<file path="src/hw/rtl/lst_pkg.sv">
// ----------------------------------------------------------------------------
// lst_pkg
// Shared types, constants and helpers of the LCD scanline timing controller.
// ----------------------------------------------------------------------------
package lst_pkg;

    localparam logic [10:0] LINE_CYCLES   = 11'd1006;
    localparam logic [10:0] HBLANK_CYCLES = 11'd226;
    localparam logic [7:0]  VISIBLE_LINES = 8'd160;
    localparam logic [7:0]  LAST_LINE     = 8'd227;
    localparam logic [7:0]  CAPTURE_FIRST = 8'd2;
    localparam logic [7:0]  CAPTURE_END   = VISIBLE_LINES + 8'd2;

    localparam int CFG_DATA_W = 56;
    localparam int CFG_IDX_W  = 3;
    localparam int REF_W      = 28;
    localparam int OUT_DATA_W = 144;

    localparam logic [31:0] STEPS_RESET = 32'h0100_0000;

    typedef enum logic [CFG_IDX_W-1:0] {
        CFG_VMATCH  = 3'd0,
        CFG_IRQEN   = 3'd1,
        CFG_MOSEN   = 3'd2,
        CFG_HEIGHTS = 3'd3,
        CFG_STEPS0  = 3'd4,
        CFG_STEPS1  = 3'd5,
        CFG_ORIGIN0 = 3'd6,
        CFG_ORIGIN1 = 3'd7
    } cfg_idx_t;

    typedef enum logic [3:0] {
        PH_LINE    = 4'b0001,
        PH_HBLANK  = 4'b0010,
        PH_VLINE   = 4'b0100,
        PH_VHBLANK = 4'b1000
    } phase_t;

    localparam logic [1:0] CODE_LINE    = 2'd0;
    localparam logic [1:0] CODE_HBLANK  = 2'd1;
    localparam logic [1:0] CODE_VLINE   = 2'd2;
    localparam logic [1:0] CODE_VHBLANK = 2'd3;

    typedef struct packed {
        logic [7:0]  vcount_match;
        logic [2:0]  irq_enables;
        logic [1:0]  mosaic_enables;
        logic [7:0]  mosaic_heights;
        logic [31:0] steps0;
        logic [31:0] steps1;
        logic [55:0] origin0;
        logic [55:0] origin1;
    } cfg_t;

    typedef struct packed {
        logic signed [REF_W-1:0] layer1_y;
        logic signed [REF_W-1:0] layer1_x;
        logic signed [REF_W-1:0] layer0_y;
        logic signed [REF_W-1:0] layer0_x;
        logic                    frame_done;
        logic                    render_line;
        logic [2:0]              dma_request;
        logic [2:0]              irq_raise;
        logic [2:0]              status_flags;
        logic [7:0]              line_number;
        logic [10:0]             wait_cycles;
        logic [1:0]              next_phase;
    } result_t;

    function automatic logic [1:0] phase_code(input phase_t p);
        logic [1:0] c;
        unique case (p)
            PH_LINE:    c = CODE_LINE;
            PH_HBLANK:  c = CODE_HBLANK;
            PH_VLINE:   c = CODE_VLINE;
            PH_VHBLANK: c = CODE_VHBLANK;
            default:    c = CODE_LINE;
        endcase
        return c;
    endfunction

    function automatic logic [REF_W-1:0] sext_step(input logic [15:0] v);
        return {{(REF_W-16){v[15]}}, v};
    endfunction

endpackage

</file>
<file path="src/hw/rtl/lst_cfg_regs.sv">
// ----------------------------------------------------------------------------
// lst_cfg_regs
// Configuration register file, written through a plain write port.
// ----------------------------------------------------------------------------
module lst_cfg_regs import lst_pkg::*; (
    input  logic                  aclk,
    input  logic                  aresetn,
    input  logic                  cfg_wr_en,
    input  logic [CFG_IDX_W-1:0]  cfg_index,
    input  logic [CFG_DATA_W-1:0] cfg_wr_data,
    output cfg_t                  cfg
);

    cfg_t cfg_reg;
    cfg_t cfg_next;

    always_comb begin
        cfg_next = cfg_reg;
        if (cfg_wr_en) begin
            unique case (cfg_idx_t'(cfg_index))
                CFG_VMATCH:  cfg_next.vcount_match   = cfg_wr_data[7:0];
                CFG_IRQEN:   cfg_next.irq_enables    = cfg_wr_data[2:0];
                CFG_MOSEN:   cfg_next.mosaic_enables = cfg_wr_data[1:0];
                CFG_HEIGHTS: cfg_next.mosaic_heights = cfg_wr_data[7:0];
                CFG_STEPS0:  cfg_next.steps0         = cfg_wr_data[31:0];
                CFG_STEPS1:  cfg_next.steps1         = cfg_wr_data[31:0];
                CFG_ORIGIN0: cfg_next.origin0        = cfg_wr_data;
                CFG_ORIGIN1: cfg_next.origin1        = cfg_wr_data;
                default: ;
            endcase
        end
    end

    always_ff @(posedge aclk) begin
        if (!aresetn) begin
            cfg_reg <= '{vcount_match:   8'd0,
                         irq_enables:    3'd0,
                         mosaic_enables: 2'd0,
                         mosaic_heights: 8'd0,
                         steps0:         STEPS_RESET,
                         steps1:         STEPS_RESET,
                         origin0:        56'd0,
                         origin1:        56'd0};
        end else begin
            cfg_reg <= cfg_next;
        end
    end

    assign cfg = cfg_reg;

endmodule

</file>
<file path="src/hw/rtl/lst_core.sv">
// ----------------------------------------------------------------------------
// lst_core
// Phase sequencer: line counter, flags, mosaic rows and affine references.
// Produces the result of one item from the updated state.
// ----------------------------------------------------------------------------
module lst_core import lst_pkg::*; (
    input  logic    aclk,
    input  logic    aresetn,
    input  logic    step,
    input  logic    phase_end,
    input  cfg_t    cfg,
    output result_t result
);

    phase_t           phase_reg, phase_next;
    logic [7:0]       line_reg, line_next;
    logic [2:0]       flags_reg, flags_next;
    logic [3:0]       bg_row_reg, bg_row_next;
    logic [3:0]       obj_row_reg, obj_row_next;
    logic [REF_W-1:0] ref_x_reg [2];
    logic [REF_W-1:0] ref_y_reg [2];
    logic [REF_W-1:0] ref_x_next [2];
    logic [REF_W-1:0] ref_y_next [2];

    logic [2:0]       irq, dma;
    logic             render, frame;
    logic [7:0]       line_inc;
    logic [4:0]       bg_h, obj_h;
    logic [4:0]       bg_row_inc, obj_row_inc;
    logic [31:0]      steps [2];
    logic [55:0]      origin [2];
    logic [REF_W-1:0] pb [2];
    logic [REF_W-1:0] pd [2];
    logic [REF_W-1:0] pb_blk [2];
    logic [REF_W-1:0] pd_blk [2];

    assign steps[0]  = cfg.steps0;
    assign steps[1]  = cfg.steps1;
    assign origin[0] = cfg.origin0;
    assign origin[1] = cfg.origin1;

    assign line_inc    = line_reg + 8'd1;
    assign bg_h        = {1'b0, cfg.mosaic_heights[3:0]} + 5'd1;
    assign obj_h       = {1'b0, cfg.mosaic_heights[7:4]} + 5'd1;
    assign bg_row_inc  = {1'b0, bg_row_reg} + 5'd1;
    assign obj_row_inc = {1'b0, obj_row_reg} + 5'd1;

    always_comb begin
        for (int i = 0; i < 2; i++) begin
            pb[i]     = sext_step(steps[i][15:0]);
            pd[i]     = sext_step(steps[i][31:16]);
            pb_blk[i] = REF_W'(pb[i] * {{(REF_W-5){1'b0}}, bg_h});
            pd_blk[i] = REF_W'(pd[i] * {{(REF_W-5){1'b0}}, bg_h});
        end
    end

    always_comb begin
        phase_next   = phase_reg;
        line_next    = line_reg;
        flags_next   = flags_reg;
        bg_row_next  = bg_row_reg;
        obj_row_next = obj_row_reg;
        ref_x_next   = ref_x_reg;
        ref_y_next   = ref_y_reg;
        irq          = '0;
        dma          = '0;
        render       = 1'b0;
        frame        = 1'b0;
        if (phase_end) begin
            unique case (phase_reg)
                PH_LINE: begin
                    phase_next    = PH_HBLANK;
                    flags_next[1] = 1'b1;
                    dma[0]        = 1'b1;
                    dma[2]        = line_reg >= CAPTURE_FIRST;
                    irq[0]        = cfg.irq_enables[0];
                end
                PH_HBLANK: begin
                    flags_next[1] = 1'b0;
                    line_next     = line_inc;
                    flags_next[2] = line_inc == cfg.vcount_match;
                    if (line_inc == VISIBLE_LINES) begin
                        frame         = 1'b1;
                        phase_next    = PH_VLINE;
                        dma[1]        = 1'b1;
                        flags_next[0] = 1'b1;
                        irq[1]        = cfg.irq_enables[1];
                        bg_row_next   = '0;
                        obj_row_next  = '0;
                        for (int i = 0; i < 2; i++) begin
                            ref_x_next[i] = origin[i][27:0];
                            ref_y_next[i] = origin[i][55:28];
                        end
                    end else begin
                        bg_row_next  = (bg_row_inc == bg_h) ? 4'd0 : bg_row_inc[3:0];
                        obj_row_next = (obj_row_inc == obj_h) ? 4'd0 : obj_row_inc[3:0];
                        for (int i = 0; i < 2; i++) begin
                            if (cfg.mosaic_enables[i]) begin
                                if (bg_row_next == 4'd0) begin
                                    ref_x_next[i] = ref_x_reg[i] + pb_blk[i];
                                    ref_y_next[i] = ref_y_reg[i] + pd_blk[i];
                                end
                            end else begin
                                ref_x_next[i] = ref_x_reg[i] + pb[i];
                                ref_y_next[i] = ref_y_reg[i] + pd[i];
                            end
                        end
                        phase_next = PH_LINE;
                        render     = 1'b1;
                    end
                    irq[2] = flags_next[2] && cfg.irq_enables[2];
                end
                PH_VLINE: begin
                    phase_next    = PH_VHBLANK;
                    flags_next[1] = 1'b1;
                    dma[2]        = line_reg < CAPTURE_END;
                    irq[0]        = cfg.irq_enables[0];
                end
                PH_VHBLANK: begin
                    flags_next[1] = 1'b0;
                    if (line_reg == LAST_LINE) begin
                        line_next     = '0;
                        flags_next[2] = cfg.vcount_match == 8'd0;
                        phase_next    = PH_LINE;
                        render        = 1'b1;
                    end else begin
                        phase_next = PH_VLINE;
                        if (line_reg == LAST_LINE - 8'd1) begin
                            flags_next[0] = 1'b0;
                        end
                        line_next     = line_inc;
                        flags_next[2] = line_inc == cfg.vcount_match;
                    end
                    irq[2] = flags_next[2] && cfg.irq_enables[2];
                end
                default: ;
            endcase
        end
    end

    always_ff @(posedge aclk) begin
        if (!aresetn) begin
            phase_reg   <= PH_LINE;
            line_reg    <= '0;
            flags_reg   <= '0;
            bg_row_reg  <= '0;
            obj_row_reg <= '0;
            for (int i = 0; i < 2; i++) begin
                ref_x_reg[i] <= '0;
                ref_y_reg[i] <= '0;
            end
        end else if (step) begin
            phase_reg   <= phase_next;
            line_reg    <= line_next;
            flags_reg   <= flags_next;
            bg_row_reg  <= bg_row_next;
            obj_row_reg <= obj_row_next;
            ref_x_reg   <= ref_x_next;
            ref_y_reg   <= ref_y_next;
        end
    end

    always_comb begin
        result.next_phase   = phase_code(phase_next);
        result.wait_cycles  = (phase_next == PH_HBLANK || phase_next == PH_VHBLANK)
                              ? HBLANK_CYCLES : LINE_CYCLES;
        result.line_number  = line_next;
        result.status_flags = flags_next;
        result.irq_raise    = irq;
        result.dma_request  = dma;
        result.render_line  = render;
        result.frame_done   = frame;
        result.layer0_x     = ref_x_next[0];
        result.layer0_y     = ref_y_next[0];
        result.layer1_x     = ref_x_next[1];
        result.layer1_y     = ref_y_next[1];
    end

endmodule

</file>
<file path="src/hw/rtl/lcd_scanline_timing_controller.sv">
// ----------------------------------------------------------------------------
// lcd_scanline_timing_controller
// Steps the LCD display phases and reports timing, flags, pulses and affine
// reference points for each item.
//
//  channel   direction  tdata (low bit up)
//  s_axis    in         phase_end[0], zero pad to 8 bits
//  m_axis    out        next_phase, wait_cycles, line_number, status_flags,
//                       irq_raise, dma_request, render_line, frame_done,
//                       layer0_x, layer0_y, layer1_x, layer1_y (144 bits)
//  cfg       in         write only, index 0..7, 56-bit data
//
// One item per cycle sustained unless the output stalls; an item passes the
// input register, then the phase update and result register.
// aresetn clears phase, counters, flags, references; resets config registers.
// A stalled result holds in the output register; the input register keeps
// accepting while the output register is free or being drained.
// ----------------------------------------------------------------------------
module lcd_scanline_timing_controller import lst_pkg::*; (
    input  logic                  aclk,
    input  logic                  aresetn,
    input  logic                  s_tvalid,
    output logic                  s_tready,
    input  logic [7:0]            s_tdata,   // phase_end[0]
    output logic                  m_tvalid,
    input  logic                  m_tready,
    output logic [OUT_DATA_W-1:0] m_tdata,   // see table above
    input  logic                  cfg_wr_en,
    input  logic [CFG_IDX_W-1:0]  cfg_index,
    input  logic [CFG_DATA_W-1:0] cfg_wr_data
);

    logic                  in_valid_reg;
    logic                  phase_end_reg;
    logic                  out_valid_reg;
    logic [OUT_DATA_W-1:0] out_data_reg;
    logic                  advance;
    logic                  step;
    cfg_t                  cfg;
    result_t               result;

    assign advance  = !out_valid_reg || m_tready;
    assign step     = in_valid_reg && advance;
    assign s_tready = !in_valid_reg || advance;

    lst_cfg_regs u_cfg (
        .aclk        (aclk),
        .aresetn     (aresetn),
        .cfg_wr_en   (cfg_wr_en),
        .cfg_index   (cfg_index),
        .cfg_wr_data (cfg_wr_data),
        .cfg         (cfg)
    );

    lst_core u_core (
        .aclk      (aclk),
        .aresetn   (aresetn),
        .step      (step),
        .phase_end (phase_end_reg),
        .cfg       (cfg),
        .result    (result)
    );

    always_ff @(posedge aclk) begin
        if (!aresetn) begin
            in_valid_reg <= 1'b0;
        end else if (s_tready) begin
            in_valid_reg <= s_tvalid;
        end
    end

    always_ff @(posedge aclk) begin
        if (s_tready && s_tvalid) begin
            phase_end_reg <= s_tdata[0];
        end
    end

    always_ff @(posedge aclk) begin
        if (!aresetn) begin
            out_valid_reg <= 1'b0;
        end else if (advance) begin
            out_valid_reg <= in_valid_reg;
        end
    end

    always_ff @(posedge aclk) begin
        if (step) begin
            out_data_reg <= result;
        end
    end

    assign m_tvalid = out_valid_reg;
    assign m_tdata  = out_data_reg;

endmodule

</file>
<file path="config.mk">
export PLATFORM = sky130hd
export DESIGN_NAME = lcd_scanline_timing_controller
export DESIGN_NICKNAME = d
export VERILOG_FILES = /design/src/hw/rtl/lst_pkg.sv /design/src/hw/rtl/lst_cfg_regs.sv /design/src/hw/rtl/lst_core.sv /design/src/hw/rtl/lcd_scanline_timing_controller.sv
export SDC_FILE = /design/constraint.sdc
export NUM_CORES = 2
export LEC_CHECK = 0
export BUFFER_PORTS_ARGS = -buffer_cell sky130_fd_sc_hd__buf_2
export CELL_PAD_IN_SITES_DETAIL_PLACEMENT = 2
export CELL_PAD_IN_SITES_GLOBAL_PLACEMENT = 2
export CORE_MARGIN = 4
export CORE_UTILIZATION = 35
export DETAILED_ROUTE_END_ITERATION = 16
export PLACE_DENSITY_LB_ADDON = 0.2
export SYNTH_ARGS = -nofsm -noshare
export SYNTH_HDL_FRONTEND = slang
export SYNTH_SLANG_ARGS = --single-unit
export TNS_END_PERCENT = 20
</file>
<file path="constraint.sdc">
create_clock -name aclk -period 19 [get_ports aclk]
set_input_delay 0.95 -clock aclk [delete_from_list [all_inputs] [get_ports aclk]]
set_output_delay 0.95 -clock aclk [all_outputs]
set_load 0.05 [all_outputs]
</file>
==> Implementation_results.wiki <==
{| class="wikitable"
! Metric !! Value
|-
| Crit path launch type || flip-flop
|-
| Clk network pwr share || 46.0%
|-
| Hold Crit Class || input pin to flip-flop
|-
| MaxCap Viol Count || 0
|-
| Main combinational cell family by area after synthesis || compound AO/OA/AOI/OAI gates
|-
| Async S/R FF share, synth || 0%
|-
| Post-Synth XOR/XNOR Area || 5.14%
|-
| Detailed-route wire length || 182000 um
|-
| Antenna Violating Nets Remaining || 0
|-
| Number of global-route vias before repair || 42914
|-
| First element of the critical path || u_cfg.cfg[176]$_SDFFE_PN0P_
|-
| Post-synthesis adder-cell area fraction || 21.0%
|-
| TritonCTS Sinks || 460
|-
| RePlAce Congestion || 0.887
|-
| FMAX || 103 MHz
|-
| Cell chosen for the clock root || sky130_fd_sc_hd__clkbuf_16
|-
| Hold Path Origin || s_tdata[0]
|-
| Type of destination of the critical path || flip-flop
|-
| Start of the worst register-to-register path || u_cfg.cfg[176]$_SDFFE_PN0P_
|-
| Resize count post-CTS || 0
|-
| Synth Instances || 5287
|-
| Fin Hold WS || 0.441 ns
|-
| Number of clock buffers inserted by TritonCTS || 59
|-
| Hold violation total from the final report || 0
|-
| Remaining design rule violation count || 0
|-
| Setup TNS Final || 0 ns
|-
| Most used cell along the critical path || sky130_fd_sc_hd__ha_1
|-
| Global-route wire length before repair || 271000 um
|-
| RSZ-0062 raised after global routing || no
|-
| Initial antenna violation count || 26
|-
| Warning count from the yosys run || 0
|-
| Core ar. || 120000 um^2
|-
| Master of the slowest instance on the critical path || sky130_fd_sc_hd__buf_4
|-
| Switch Pwr || 0.000798 W
|-
| Max Root-Sink Buffers || 3
|-
| Sequential Power Share || 41.1%
|-
| Share of the core filled with cells in the final layout || 39.0%
|-
| Count of placed standard cells in the final layout, fillers left out || 7009
|-
| Count of buffers inserted at the top-level ports || 203
|-
| Total power of the final layout || 0.00258 W
|-
| Fill cell count || 13759
|-
| Overflow left after global routing || 0
|-
| Largest register FFs || 193
|-
| Number of flip-flops and latches in the synthesized netlist || 460
|-
| WP data required || 19.37 ns
|-
| Reported leakage power || 21.1 nW
|-
| Htree depth || 2
|-
| Gate power share || 12.9%
|-
| Clock insertion delay at the later pin of the skew report || 0.69 ns
|-
| # Post-CTS Setup Buffers || 0
|-
| Die H || 356 um
|-
| Sequential-to-total area share from yosys stat || 24.8%
|-
| Outcome || complete, no violations
|-
| Rel. slew slack || 22.5%
|-
| Start-to-end type of the worst setup path || flip-flop to flip-flop
|-
| Worst-path clk slew || 0.06 ns
|-
| WP data arrival || 10.08 ns
|-
| Number of iterations in the first detailed-routing pass || 6
|-
| TritonCTS clock tree || built
|-
| Compound-Gate Fraction of Synth Area || 22.1%
|-
| Internal power || 0.00179 W
|-
| Horizontal extent of the die || 356 um
|-
| Final clock period utilization by the worst path || 51.1%
|-
| Layout overhead on the synthesized area || 10.5%
|-
| Largest net degree at the start of global routing || 75
|-
| Measured slew at the worst slew-check pin || 1.16 ns
|-
| Highest fanout seen on the critical path || 46
|-
| Pwr per Cell Area || 55.0 nW/um^2
|-
| Number of enable flip-flop cells after synthesis || 134
|-
| Multiplexer area fraction after synthesis || 0.754%
|-
| Share of synthesized cell area in and, or, nand and nor gates || 19.9%
|-
| Placed insts || 6886
|-
| Core Rows || 127
|-
| Final number of setup-violating endpoints || 0
|-
| Distinct cell type count after synthesis || 105
|-
| Number of nets in the final layout || 5999
|-
| Overall track demand over capacity in global routing || 28.0%
|-
| Switching part of the total power || 30.9%
|-
| I/O pins || 218
|-
| Post-DR vias/cell || 5.77
|-
| Maximum vdd drop || 0.0633 mV
|-
| Clock period minus worst slack || 9.70 ns
|-
| Hold-fix buffers at CTS || 0
|-
| Share of layout cells above drive strength 1 || 8.34%
|-
| Max Slew Vio Count || 0
|-
| Drt wl/cell || 25.9 um
|-
| Die area || 127000 um^2
|-
| CP max stage delay || 0.65 ns
|-
| Summed instance area of the synthesized netlist || 42500 um^2
|-
| Starting utilization of the core area || 35.3%
|-
| Synthesized area divided by synthesized cell count || 8.04 um^2
|-
| Vias || 40409
|-
| HPWL Detailed || 135000 um
|-
| Final setup skew || 0.0281 ns
|-
| Most common flop cell mapped by yosys || sky130_fd_sc_hd__dfxtp_1
|-
| Number of design-rule violations left by the first detailed-router iteration || 2368
|}
-- power groups by stage --
stage	registers (W)	clock network [W]	logic, W
finish	0.00106	0.00119	0.000332
detailed placement	0.00108	0	0.000328
global placement	0.00108	0	0.000319
floorplan	0.00112	0	0.000169
CTS	0.00106	0.00121	0.000330
global route	0.00107	0.00124	0.000356
-- kinds of logic after synthesis --
group,after synthesis
compound gates,1477
mux,31
other cells,2
xor+xnor,247
flops,460
fa+ha+maj,592
buf+inv,671
simple gates,1807
-- worst paths after layout --
check                                             endpoint  slack, ns  cells after the start
worst max-delay path                 m_tdata[59]$_DFFE_PP_       9.30                     30
worst max register to register       m_tdata[59]$_DFFE_PP_       9.30                     30
worst min-delay path               phase_end_reg$_DFFE_PP_       0.44                      1
worst min register to register  u_cfg.cfg[54]$_SDFFE_PN0P_       0.46                      2
-- metrics by stage --
| stage | instance area, um^2 | setup WS [ns] |
|---|---|---|
| after global placement | 45000 | 9.44 |
| after floorplan | 42500 | 11.68 |
| after CTS | 46900 | 9.27 |
| after global routing | 46900 | 8.73 |
| final | 47000 | 9.30 |
| after detailed placement | 45000 | 9.31 |
-- routing by layer --
metal,up-vias,part of all wire (%),GRT usage [%]
met4,14,3.8,9.77
li1,18450,-,-
met2,986,45,45.6
met3,261,6.3,5.55
met5,-,0.052,0
met1,20698,44,37.0
-- placed cells by master, fill, tap and decap left out, drive strengths merged, types with 14 or more instances in the layout --
| cell | n |
|---|---|
| clkbuf | 71 |
| nand3 | 84 |
| a311oi | 20 |
| xor2 | 92 |
| dfxtp | 326 |
| or2 | 15 |
| a21oi | 502 |
| nor4 | 17 |
| o31ai | 36 |
| ha | 388 |
| nand2 | 811 |
| a211oi | 64 |
| fa | 204 |
| o22ai | 14 |
| a31oi | 52 |
| o21a | 57 |
| nor2 | 289 |
| and3 | 46 |
| mux2i | 23 |
| o21bai | 29 |
| inv | 409 |
| o211ai | 77 |
| o21ai | 306 |
| a22o | 19 |
| nor3 | 78 |
| nand4 | 32 |
| edfxtp | 134 |
| clkinv | 20 |
| a22oi | 20 |
| nor2b | 91 |
| and2 | 243 |
| xnor2 | 154 |
| a211o | 21 |
| a21o | 122 |
| or3 | 19 |
| buf | 252 |
| nand2b | 42 |
-- critical path, delay by kind of cell (launching register included) --
kind / cells / cell delay (ns)
compound gates: 11 / 2.64
buf+inv: 4 / 1.22
simple gates: 7 / 2.19
xor+xnor: 2 / 0.79
mux: 1 / 0.36
flops: 1 / 0.33
fa+ha+maj: 5 / 1.80
-- layout make-up --
type	count	area, um^2	area share [%]
Antenna cell	11	27.5	0.0586
Clock buffer	71	1580	3.37
Clock inverter	41	402	0.855
Inverter	401	1520	3.24
Multi-Input combinational cell	4161	29500	62.8
Sequential cell	460	10600	22.5
Tap cell	1612	2020	4.29
Timing Repair Buffer	252	1380	2.95
-- Yosys cell counts, types with 11 or more instances --
cell type                   count  area, um^2
sky130_fd_sc_hd__nor2b_1       91         569
sky130_fd_sc_hd__buf_2         18        90.1
sky130_fd_sc_hd__and2_1       243        1520
sky130_fd_sc_hd__nand2_1      810        3040
sky130_fd_sc_hd__xor2_1        92         806
sky130_fd_sc_hd__or3_1         19         119
sky130_fd_sc_hd__a21oi_1      499        2500
sky130_fd_sc_hd__a311oi_1      19         166
sky130_fd_sc_hd__nor2_1       289        1080
sky130_fd_sc_hd__a211oi_1      59         443
sky130_fd_sc_hd__ha_1         388        4850
sky130_fd_sc_hd__clkbuf_1     207         777
sky130_fd_sc_hd__mux2i_1       23         230
sky130_fd_sc_hd__o22ai_1       14        87.6
sky130_fd_sc_hd__a22o_1        19         166
sky130_fd_sc_hd__a21o_1       122         916
sky130_fd_sc_hd__a31oi_1       51         319
sky130_fd_sc_hd__a211o_1       21         184
sky130_fd_sc_hd__a22oi_1       20         150
sky130_fd_sc_hd__inv_1        400        1500
sky130_fd_sc_hd__nand3_1       83         415
sky130_fd_sc_hd__buf_1         22        82.6
sky130_fd_sc_hd__o21a_1        57         428
sky130_fd_sc_hd__buf_4         18         135
sky130_fd_sc_hd__xnor2_1      153        1340
sky130_fd_sc_hd__o211ai_1      76         571
sky130_fd_sc_hd__dfxtp_1      326        6530
sky130_fd_sc_hd__nor4_1        16         100
sky130_fd_sc_hd__o21bai_1      29         218
sky130_fd_sc_hd__nand4_1       32         200
sky130_fd_sc_hd__o31ai_1       36         270
sky130_fd_sc_hd__edfxtp_1     134        4020
sky130_fd_sc_hd__fa_1         204        4080
sky130_fd_sc_hd__o21ai_0      280        1400
sky130_fd_sc_hd__and3_1        46         288
sky130_fd_sc_hd__nand2b_1      42         263
sky130_fd_sc_hd__o2111ai_1     11        96.3
sky130_fd_sc_hd__nor3_1        76         380
sky130_fd_sc_hd__or2_2         15        93.8
sky130_fd_sc_hd__o21ai_1       24         120
sky130_fd_sc_hd__a41oi_1       12         105
(Power assumes the default switching activity.)
